<file path="config.mk">
export PLATFORM = sky130hd
export DESIGN_NAME = banded_edit_distance_flat
export DESIGN_NICKNAME = d
export VERILOG_FILES = /design/src/hdl/bed_pkg.sv /design/src/hdl/bed_if.sv /design/src/hdl/bed_cell.sv /design/src/hdl/banded_edit_distance.sv /design/src/flat_wrapper.sv
export SDC_FILE = /design/constraint.sdc
export NUM_CORES = 1
export LEC_CHECK = 0
export BUFFER_PORTS_ARGS = -buffer_cell sky130_fd_sc_hd__buf_4
export CORE_MARGIN = 2
export CORE_UTILIZATION = 50
export DETAILED_ROUTE_END_ITERATION = 8
export PLACE_DENSITY_LB_ADDON = 0.08
export SYNTH_ARGS = -nofsm -noshare
export SYNTH_HDL_FRONTEND = slang
export SYNTH_SLANG_ARGS = --single-unit
</file>
<file path="constraint.sdc">
create_clock -name clk -period 14.3 [get_ports clk]
set_clock_uncertainty 0.1 [all_clocks]
set_input_delay 0.715 -clock clk [delete_from_list [all_inputs] [get_ports clk]]
set_output_delay 0.715 -clock clk [all_outputs]
set_load 0.1 [all_outputs]
</file>
<file path="src/hdl/bed_pkg.sv">
// bed_pkg: shared constants and types of the banded edit distance block
// no dependencies; used by bed_if, bed_cell and banded_edit_distance
`default_nettype none

package bed_pkg;

  localparam int MAX_LEN_DEF = 32;

  // wide enough for column values and band sums at any length up to 255
  localparam int VAL_W = 10;

  localparam int SYM_W  = 8;
  localparam int DIST_W = 6;
  localparam int CFG_IDX_W  = 1;
  localparam int CFG_DATA_W = 6;

  localparam logic [SYM_W-1:0]  SYM_N    = 8'h4E;
  localparam logic [DIST_W-1:0] DIST_MAX = 6'd63;

  localparam logic [CFG_IDX_W-1:0] REG_SKIP_N = 1'd0;
  localparam logic [CFG_IDX_W-1:0] REG_MAX_ED = 1'd1;

  localparam logic [CFG_DATA_W-1:0] MAX_ED_RESET = 6'd2;

  typedef struct packed {
    logic [VAL_W-1:0] up;
    logic [VAL_W-1:0] left;
    logic [VAL_W-1:0] diag;
    logic [SYM_W-1:0] c1;
    logic [SYM_W-1:0] c2;
    logic             skip_n;
    logic [VAL_W-1:0] off;
    logic [VAL_W-1:0] best;
  } cell_in_t;

  typedef struct packed {
    logic [VAL_W-1:0] v;
    logic [VAL_W-1:0] best;
  } cell_out_t;

endpackage

`default_nettype wire

</file>
<file path="src/hdl/bed_if.sv">
// bed_if: valid/ready channels for symbol beats and result beats
// depends on bed_pkg for field widths
`default_nettype none

interface bed_item_if;
  logic                         valid;
  logic                         ready;
  logic                         req_type;
  logic [bed_pkg::SYM_W-1:0]    symbol;
  logic                         has_symbol;
  logic                         last;

  modport source (output valid, output req_type, output symbol, output has_symbol,
                  output last, input ready);
  modport sink (input valid, input req_type, input symbol, input has_symbol,
                input last, output ready);
endinterface

interface bed_result_if;
  logic                         valid;
  logic                         ready;
  logic [bed_pkg::DIST_W-1:0]   distance;
  logic                         exceeded;
  logic                         too_long;

  modport source (output valid, output distance, output exceeded, output too_long,
                  input ready);
  modport sink (input valid, input distance, input exceeded, input too_long,
                output ready);
endinterface

`default_nettype wire

</file>
<file path="src/hdl/bed_cell.sv">
// bed_cell: shared cell unit, one banded levenshtein cell and running band minimum
// depends on bed_pkg for cell_in_t and cell_out_t
`default_nettype none

module bed_cell (
  input  bed_pkg::cell_in_t  cin,
  output bed_pkg::cell_out_t cout
);

  logic                      match;
  logic [bed_pkg::VAL_W-1:0] v_up;
  logic [bed_pkg::VAL_W-1:0] v_left;
  logic [bed_pkg::VAL_W-1:0] v_diag;
  logic [bed_pkg::VAL_W-1:0] v_min1;
  logic [bed_pkg::VAL_W-1:0] v;
  logic [bed_pkg::VAL_W-1:0] v_off;

  always_comb begin
    match = (cin.c1 == cin.c2) ||
            (cin.skip_n && ((cin.c1 == bed_pkg::SYM_N) || (cin.c2 == bed_pkg::SYM_N)));
    v_up   = cin.up + bed_pkg::VAL_W'(1);
    v_left = cin.left + bed_pkg::VAL_W'(1);
    v_diag = match ? cin.diag : cin.diag + bed_pkg::VAL_W'(1);
    v_min1 = (v_left < v_up) ? v_left : v_up;
    v      = (v_diag < v_min1) ? v_diag : v_min1;
    v_off  = v + cin.off;
    cout.v    = v;
    cout.best = (v_off < cin.best) ? v_off : cin.best;
  end

endmodule

`default_nettype wire

</file>
<file path="src/hdl/banded_edit_distance.sv">
// banded_edit_distance: top level, symbol stores, column memory and row sequencer
// depends on bed_pkg, bed_if and bed_cell
//
// usage: the item channel carries symbol beats; req_type 0 beats build the first
// string, req_type 1 beats walk the second string, last closes each string.
// the result channel gives one beat (distance, exceeded, too_long) per second
// string, after its last beat. skip_n and max_ed are written through cfg_we,
// cfg_index and cfg_data while the block is idle.
// steps: a first-string beat is taken while idle; its last beat adds a column
// load of first_length + 1 entries. a live second-string symbol passes ST_LO,
// ST_LOAD, then ST_CELL per band cell past the left edge (at most 2 * max_ed,
// bounded by first_length), the single shared cell unit handling one cell per
// cycle from the column memory. a last beat leads via ST_FIN to the result load.
// the item channel is not ready while a beat is in work. a stalled result waits
// in the output register; the block keeps taking beats and only holds its next
// result until the register is free.
// reset: skip_n 0, max_ed 2, awaiting a first string, no result pending; the
// stores need no clearing pass.
`default_nettype none

module banded_edit_distance #(
  parameter int MAX_LEN = bed_pkg::MAX_LEN_DEF
) (
  input  wire logic                               clk,
  input  wire logic                               rst,
  bed_item_if.sink                                item,
  bed_result_if.source                            result,
  input  wire logic                               cfg_we,
  input  wire logic [bed_pkg::CFG_IDX_W-1:0]      cfg_index,
  input  wire logic [bed_pkg::CFG_DATA_W-1:0]     cfg_data
);

  localparam int LEN_W = $clog2(MAX_LEN + 1);
  localparam int SW    = (MAX_LEN > 1) ? $clog2(MAX_LEN) : 1;
  localparam int VW    = bed_pkg::VAL_W;

  localparam logic [2:0] ST_IDLE = 3'd0;
  localparam logic [2:0] ST_INIT = 3'd1;
  localparam logic [2:0] ST_LO   = 3'd2;
  localparam logic [2:0] ST_LOAD = 3'd3;
  localparam logic [2:0] ST_CELL = 3'd4;
  localparam logic [2:0] ST_FIN  = 3'd5;
  localparam logic [2:0] ST_DONE = 3'd6;

  logic [2:0]                        state;
  logic                              skip_n;
  logic [bed_pkg::CFG_DATA_W-1:0]    max_ed;
  logic [LEN_W-1:0]                  first_length;
  logic [LEN_W-1:0]                  row_number;
  logic                              stopped;
  logic [VW-1:0]                     held_distance;
  logic                              second_phase;
  logic                              length_overflow;
  logic                              pend_last;
  logic [LEN_W-1:0]                  ptr;
  logic [LEN_W-1:0]                  lo;
  logic [LEN_W-1:0]                  hi;
  logic [bed_pkg::SYM_W-1:0]         sym;
  logic [VW-1:0]                     diag;
  logic [VW-1:0]                     left;
  logic [VW-1:0]                     best;
  logic                              out_valid;
  logic [bed_pkg::DIST_W-1:0]        out_distance;
  logic                              out_exceeded;
  logic                              out_too_long;

  logic [bed_pkg::SYM_W-1:0]         str_mem [MAX_LEN];
  logic [VW-1:0]                     col_mem [MAX_LEN+1];
  logic [bed_pkg::SYM_W-1:0]         str_rdata;
  logic [VW-1:0]                     col_rdata;
  logic [SW-1:0]                     str_raddr;
  logic [LEN_W-1:0]                  col_raddr;
  logic                              col_we;
  logic [LEN_W-1:0]                  col_waddr;
  logic [VW-1:0]                     col_wdata;

  logic                              accept;
  logic [LEN_W-1:0]                  len_base;
  logic [LEN_W-1:0]                  r_next;
  logic [VW-1:0]                     r_w;
  logic [VW-1:0]                     med_w;
  logic [VW-1:0]                     len_w;
  logic [VW-1:0]                     lo_raw;
  logic [VW-1:0]                     hi_raw;
  logic [LEN_W-1:0]                  lo_c;
  logic [LEN_W-1:0]                  hi_c;
  logic [LEN_W-1:0]                  off;
  logic [VW-1:0]                     final_d;
  logic                              out_free;

  bed_pkg::cell_in_t                 cin;
  bed_pkg::cell_out_t                cout;

  bed_cell u_cell (
    .cin  (cin),
    .cout (cout)
  );

  assign item.ready       = (state == ST_IDLE);
  assign accept           = item.valid && item.ready;
  assign result.valid     = out_valid;
  assign result.distance  = out_distance;
  assign result.exceeded  = out_exceeded;
  assign result.too_long  = out_too_long;
  assign out_free         = !out_valid || result.ready;

  // band edges for the next row, cell offset from the diagonal and final distance
  always_comb begin
    len_base = second_phase ? '0 : first_length;
    r_next   = row_number + LEN_W'(1);
    r_w      = VW'(r_next);
    med_w    = VW'(max_ed);
    len_w    = VW'(first_length);
    lo_raw   = (r_w > med_w) ? r_w - med_w : '0;
    hi_raw   = r_w + med_w;
    lo_c     = (lo_raw > len_w) ? first_length : lo_raw[LEN_W-1:0];
    hi_c     = (hi_raw > len_w) ? first_length : hi_raw[LEN_W-1:0];
    off      = (ptr > row_number) ? ptr - row_number : row_number - ptr;
    final_d  = stopped ? held_distance : col_rdata;
  end

  always_comb begin
    cin.up     = col_rdata;
    cin.left   = left;
    cin.diag   = diag;
    cin.c1     = str_rdata;
    cin.c2     = sym;
    cin.skip_n = skip_n;
    cin.off    = VW'(off);
    cin.best   = best;
  end

  // memory addressing
  always_comb begin
    col_raddr = first_length;
    str_raddr = '0;
    col_we    = 1'b0;
    col_waddr = ptr;
    col_wdata = VW'(ptr);
    unique case (state)
      ST_INIT: begin
        col_we = 1'b1;
      end
      ST_LO: begin
        col_raddr = lo;
      end
      ST_LOAD: begin
        col_we    = 1'b1;
        col_waddr = lo;
        col_wdata = VW'(row_number);
        col_raddr = (lo == hi) ? lo : lo + LEN_W'(1);
        str_raddr = lo[SW-1:0];
      end
      ST_CELL: begin
        col_we    = 1'b1;
        col_wdata = cout.v;
        col_raddr = (ptr == hi) ? ptr : ptr + LEN_W'(1);
        str_raddr = ptr[SW-1:0];
      end
      ST_IDLE, ST_FIN, ST_DONE: begin
        col_raddr = first_length;
      end
      default: begin
        col_raddr = first_length;
      end
    endcase
  end

  always_ff @(posedge clk) begin
    col_rdata <= col_mem[col_raddr];
    str_rdata <= str_mem[str_raddr];
    if (col_we) begin
      col_mem[col_waddr] <= col_wdata;
    end
    if (accept && !item.req_type && item.has_symbol && (len_base < LEN_W'(MAX_LEN))) begin
      str_mem[len_base[SW-1:0]] <= item.symbol;
    end
  end

  // configuration
  always_ff @(posedge clk) begin
    if (rst) begin
      skip_n <= 1'b0;
      max_ed <= bed_pkg::MAX_ED_RESET;
    end else if (cfg_we) begin
      unique case (cfg_index)
        bed_pkg::REG_SKIP_N: skip_n <= cfg_data[0];
        bed_pkg::REG_MAX_ED: max_ed <= cfg_data;
        default: ;
      endcase
    end
  end

  // row sequencer
  always_ff @(posedge clk) begin
    if (rst) begin
      state           <= ST_IDLE;
      first_length    <= '0;
      row_number      <= '0;
      stopped         <= 1'b0;
      held_distance   <= '0;
      second_phase    <= 1'b0;
      length_overflow <= 1'b0;
      out_valid       <= 1'b0;
    end else begin
      if (out_valid && result.ready) begin
        out_valid <= 1'b0;
      end
      unique case (state)
        ST_IDLE: begin
          if (accept && !item.req_type) begin
            if (second_phase) begin
              first_length    <= '0;
              length_overflow <= 1'b0;
              row_number      <= '0;
              stopped         <= 1'b0;
              held_distance   <= '0;
              second_phase    <= 1'b0;
            end
            if (item.has_symbol) begin
              if (len_base < LEN_W'(MAX_LEN)) begin
                first_length <= len_base + LEN_W'(1);
              end else begin
                length_overflow <= 1'b1;
              end
            end
            if (item.last) begin
              row_number    <= '0;
              stopped       <= 1'b0;
              held_distance <= '0;
              second_phase  <= 1'b1;
              ptr           <= '0;
              state         <= ST_INIT;
            end
          end else if (accept && second_phase) begin
            pend_last <= item.last;
            sym       <= item.symbol;
            if (item.has_symbol && (row_number >= LEN_W'(MAX_LEN))) begin
              length_overflow <= 1'b1;
              if (item.last) state <= ST_FIN;
            end else if (item.has_symbol) begin
              row_number <= r_next;
              if (!stopped) begin
                lo    <= lo_c;
                hi    <= hi_c;
                state <= ST_LO;
              end else if (item.last) begin
                state <= ST_FIN;
              end
            end else if (item.last) begin
              state <= ST_FIN;
            end
          end
        end
        ST_INIT: begin
          if (ptr == first_length) begin
            state <= ST_IDLE;
          end else begin
            ptr <= ptr + LEN_W'(1);
          end
        end
        ST_LO: begin
          state <= ST_LOAD;
        end
        ST_LOAD: begin
          diag <= col_rdata;
          left <= VW'(row_number);
          best <= VW'(row_number);
          ptr  <= lo + LEN_W'(1);
          if (lo == hi) begin
            if (VW'(row_number) > VW'(max_ed)) begin
              stopped       <= 1'b1;
              held_distance <= VW'(row_number);
            end
            state <= pend_last ? ST_FIN : ST_IDLE;
          end else begin
            state <= ST_CELL;
          end
        end
        ST_CELL: begin
          diag <= col_rdata;
          left <= cout.v;
          best <= cout.best;
          if (ptr == hi) begin
            if (cout.best > VW'(max_ed)) begin
              stopped       <= 1'b1;
              held_distance <= cout.best;
            end
            state <= pend_last ? ST_FIN : ST_IDLE;
          end else begin
            ptr <= ptr + LEN_W'(1);
          end
        end
        ST_FIN: begin
          state <= ST_DONE;
        end
        ST_DONE: begin
          if (out_free) begin
            out_valid       <= 1'b1;
            out_distance    <= (final_d > VW'(bed_pkg::DIST_MAX)) ? bed_pkg::DIST_MAX
                                                                  : final_d[bed_pkg::DIST_W-1:0];
            out_exceeded    <= stopped;
            out_too_long    <= length_overflow;
            first_length    <= '0;
            row_number      <= '0;
            stopped         <= 1'b0;
            held_distance   <= '0;
            second_phase    <= 1'b0;
            length_overflow <= 1'b0;
            state           <= ST_IDLE;
          end
        end
        default: begin
          state <= ST_IDLE;
        end
      endcase
    end
  end

`ifndef ASSERT_OFF
  a_cell_in_band: assert property (@(posedge clk) disable iff (rst)
    (state == ST_CELL) |-> ((ptr > lo) && (ptr <= hi)))
    else $error("cell pointer outside band");

  a_band_edges: assert property (@(posedge clk) disable iff (rst)
    ((state == ST_LOAD) || (state == ST_CELL)) |-> ((lo <= hi) && (hi <= first_length)))
    else $error("band edges beyond first string");

  a_row_live: assert property (@(posedge clk) disable iff (rst)
    ((state == ST_LO) || (state == ST_LOAD) || (state == ST_CELL)) |->
      (second_phase && !stopped))
    else $error("row work outside an open comparison");

  a_reset_idle: assert property (@(posedge clk)
    rst |=> ((state == ST_IDLE) && !out_valid && !second_phase))
    else $error("block not idle after reset");
`endif

endmodule

`default_nettype wire
</file>
<file path="src/flat_wrapper.sv">
// flat-port wrapper written by rule: the top's interface ports become plain ports
module banded_edit_distance_flat 
#(
  parameter int MAX_LEN = bed_pkg::MAX_LEN_DEF
)
  (clk, rst, cfg_we, cfg_index, cfg_data, item_valid, item_req_type, item_symbol, item_has_symbol, item_last, item_ready, result_valid, result_distance, result_exceeded, result_too_long, result_ready);
  bed_item_if item_i ();
  bed_result_if result_i ();
  input  wire logic clk;
  input  wire logic rst;
  input  wire logic cfg_we;
  input  wire logic [bed_pkg::CFG_IDX_W-1:0] cfg_index;
  input  wire logic [bed_pkg::CFG_DATA_W-1:0] cfg_data;
  input wire logic [$bits(item_i.valid)-1:0] item_valid;
  input wire logic [$bits(item_i.req_type)-1:0] item_req_type;
  input wire logic [$bits(item_i.symbol)-1:0] item_symbol;
  input wire logic [$bits(item_i.has_symbol)-1:0] item_has_symbol;
  input wire logic [$bits(item_i.last)-1:0] item_last;
  output wire logic [$bits(item_i.ready)-1:0] item_ready;
  output wire logic [$bits(result_i.valid)-1:0] result_valid;
  output wire logic [$bits(result_i.distance)-1:0] result_distance;
  output wire logic [$bits(result_i.exceeded)-1:0] result_exceeded;
  output wire logic [$bits(result_i.too_long)-1:0] result_too_long;
  input wire logic [$bits(result_i.ready)-1:0] result_ready;
  assign item_i.valid = item_valid;
  assign item_i.req_type = item_req_type;
  assign item_i.symbol = item_symbol;
  assign item_i.has_symbol = item_has_symbol;
  assign item_i.last = item_last;
  assign item_ready = item_i.ready;
  assign result_valid = result_i.valid;
  assign result_distance = result_i.distance;
  assign result_exceeded = result_i.exceeded;
  assign result_too_long = result_i.too_long;
  assign result_i.ready = result_ready;
  banded_edit_distance #(.MAX_LEN(MAX_LEN)) u_core (.clk(clk), .rst(rst), .item(item_i), .result(result_i), .cfg_we(cfg_we), .cfg_index(cfg_index), .cfg_data(cfg_data));
endmodule
</file>
==> reports/results.txt <==
Run status - completed
Fin crit share - 87.69%
Final wirelength - 88730 µm
CP peak stage delay - 1.01 ns
Die footprint - 68100 µm²
IO Count - 33
Leakage - 12.15 nW
Hold_buf cts - 0
Synth Net Count - 2740
Post-synth top flop - edfxtp_1
Hold Path Sink - u_core.max_ed[1]
Number of synthesized flops with an enable pin - 651
Initial Utilization - 50.40%
Area fraction in compound gates after synthesis - 12.82%
Vias in the first global route - 21040
Reg clk slew, reported paths - 0.06 ns
Placed Cells - 3405
Clock power share - 38.7%
Simple-gate share of the synthesized area - 10.31%
GP Congestion - 0.8932
Sequential Power Share - 45.5%
Most frequent cell after synthesis - edfxtp_1
Rows - 94
Non-filler cells in the finished layout - 3549
Worst Hold Launch - cfg_data[1]
Postcts setup bufs - 0
Fill count - 5360
CTS resizes - 0
Dpl hpwl - 57810 µm
Worst Path Required - 14.71 ns
Synth Area in XOR/XNOR - 2.228%
Root Buffer - clkbuf_16
Avg WL per Cell - 25.00 µm
Post-layout min period - 12.54 ns
#FFs+latches synth - 705
Die Width - 261.0 µm
First-pass GRT wire length - 133000 µm
Internal - 3.734 mW
Count of distinct cell types in the synthesized netlist - 92
Synth Instances - 2626
Crit path capture type - flip-flop
Slew @ Worst Pin - 1.233 ns
Synth Area in Adders - 3.596%
Total global routing overflow - 0
Sw Pwr - 1.420 mW
Crit-path slowest cell - o41ai_1
H-tree depth - 3
Sw Share - 27.55%
Seq/Total Area, Yosys - 62.49%
Post-synth top area share - 59.21%
Synth area leader - edfxtp_1
Gr usage total - 26.16%
# diodes - 0
RSZ-0062 raised after global routing - no
Flop-to-flop setup slack - 1.76 ns
Hold Fails Final Rpt - 0
Comb pwr share - 15.8%
Final setup viols - 0
Proportion of synthesized area in mux cells - 5.916%
DR vias/cell - 6.004
Area of the multi-input gates - 11660 µm²
Commonest cells in the netlist - edfxtp_1, nand2_1, nor2_1
Synthesis-to-layout area growth - 11.15%
Drt pass-1 iters - 5
CORE AREA - 65510 µm²
Synthesized area per cell - 12.57 µm²
Critical Path Start Type - flip-flop
Clock sinks - 705
PortBufs - 32
Final hold slack - 0.2444 ns
Synth top area cells - edfxtp_1, nand2_1, dfxtp_1
Worst EP arrival - 12.95 ns
Detailed-route DRC error count - 0
Rel. slew slack - 17.79%
Initial antenna violation count - 1
Synth Cell Area - 33020 µm²
Worst vdd ir - 101.4 µV
Largest net degree at the start of global routing - 160
DRT iter0 DRCs - 1936
Power per cell area - 140.5 nW/µm²
Maximum clock rate - 79.75 MHz
Num CTS Buffers - 78
CTS Buffer Depth - 3
Largest family of logic cells by synthesized area - compound AO/OA/AOI/OAI gates
Setup_tns - 0 ns
Hold Path Cell Cnt - 3
Die height - 261.0 µm
Max cap viols - 0
Crit path max fanout - 10
TritonCTS clock tree - built
Worst r2r src - u_core.left[0]
Worst r2r dst - u_core.stopped
Clock latency on the worst-skew pair - 0.64 ns
Cell repeated most along the worst path - ha_1
Sequential Area - 20630 µm²
Nets@finish - 2735
Critical path class - reg2reg
Async SR Flop Fraction - 0%
Vias post-DR - 21310
HP Class - in2reg
Share of cells above drive strength 1 - 11.28%
R2R cell count - 44
Antenna viol nets, final - 0
Synth warn - 0
Max Slew Vio Count - 0
-- flip-flops by register name, indices dropped and copies added, names as in the netlist, 3 cells and up --
| register | cells |
|---|---|
| u_core.col_mem | 330 |
| u_core.str_mem | 256 |
| u_core.best | 10 |
| u_core.col_rdata | 10 |
| u_core.diag | 10 |
| u_core.held_distance | 10 |
| u_core.left | 10 |
| u_core.str_rdata | 8 |
| u_core.sym | 8 |
| u_core.first_length | 6 |
| u_core.hi | 6 |
| u_core.lo | 6 |
| u_core.max_ed | 6 |
| u_core.ptr | 6 |
| u_core.result.distance | 6 |
| u_core.row_number | 6 |
| u_core.state | 3 |
-- power groups by stage --
stage / clock, mW / combinational, mW / sequential (mW)
global placement: 0 / 0.803 / 2.39
global route: 2.10 / 0.897 / 2.34
floorplan: 0 / 0.579 / 2.36
CTS: 2.03 / 0.812 / 2.34
detailed placement: 0 / 0.808 / 2.39
finish: 2.00 / 0.815 / 2.34
-- cells in the final DEF (no fill, tap or decap), types with 13 or more instances in the layout --
master / Yosys / routed
o21a_1: 16 / 16
and2_1: 66 / 66
dfxtp_1: 54 / 54
nand2b_1: 16 / 16
xor2_1: 35 / 35
a21oi_1: 90 / 89
o21ai_0: 63 / 59
nor2_1: 184 / 183
mux2i_1: 98 / 98
clkbuf_16: 0 / 78
a31oi_1: 39 / 39
a41oi_1: 21 / 21
a22oi_1: 16 / 13
a311oi_1: 32 / 32
inv_1: 67 / 67
clkinv_1: 1 / 23
a211oi_1: 101 / 98
a211o_1: 14 / 14
a21o_1: 28 / 28
nand2_1: 324 / 324
edfxtp_1: 651 / 651
nor4_1: 16 / 15
ha_1: 86 / 86
nand3_1: 44 / 44
xnor2_1: 49 / 49
nor3_1: 21 / 20
buf_4: 3 / 66
o211ai_1: 90 / 90
mux2_2: 84 / 84
clkbuf_1: 124 / 18
-- through the flow --
stage | total power [mW] | utilization [%] | setup WS [ns] | instance area [µm²]
2_1_floorplan | 2.935 | - | 3.764 | 33020
3_3_place_gp | 3.189 | 52.12 | 2.042 | 34140
3_5_place_dp | 3.194 | 52.12 | 2.025 | 34140
4_1_cts | 5.183 | 56.02 | 1.988 | 36700
5_1_grt | 5.342 | 56.02 | 0.8617 | 36700
6_report | 5.154 | 56.02 | 1.761 | 36700
-- final cells by class --
| cell class | instances | share of cell area, % |
|---|---|---|
| clock buffers | 96 | 5.503 |
| well taps | 864 | 2.946 |
| inverters | 68 | 0.6956 |
| repair buffers | 67 | 1.405 |
| multi-input cells | 1701 | 31.78 |
| flip-flops and latches | 705 | 56.22 |
| clock inverters | 48 | 1.456 |
-- cell families after synthesis --
kind of cell    Yosys count
fa+ha+maj                92
mux                     184
flops                   705
compound gates          593
simple gates            748
buf+inv                 220
xor+xnor                 84
-- critical path: cells and delay by family, from the launching register on --
| kind | cells | cell delay (ns) |
|---|---|---|
| flip-flops | 1 | 0.47 |
| XOR/XNOR | 1 | 0.42 |
| adder cells (fa/ha/maj) | 6 | 1.70 |
| multiplexers | 3 | 0.98 |
| buffers and inverters | 5 | 0.60 |
| AO/OA/AOI/OAI | 19 | 5.64 |
| AND/OR/NAND/NOR | 10 | 2.50 |
-- per-layer routing --
metal	wire length [µm]	global-route usage, %
met5	0	0
met3	5381	3.930
met2	41020	41.42
met1	39820	37.57
met4	2515	7.841
-- worst max path at each step --
stage / start / endpoint / slack (ns) / cells past startpoint
after CTS: u_core.left[0] / u_core.stopped / 1.99 / 44
final: u_core.left[0] / u_core.stopped / 1.76 / 44
after global routing: u_core.left[0] / u_core.stopped / 0.86 / 45
after detailed placement: u_core.left[0] / u_core.stopped / 2.02 / 44
after floorplan: u_core.left[0] / u_core.stopped / 3.76 / 46
after global placement: u_core.left[0] / u_core.stopped / 2.04 / 45
Note: power is estimated with default switching activity, not from simulation.
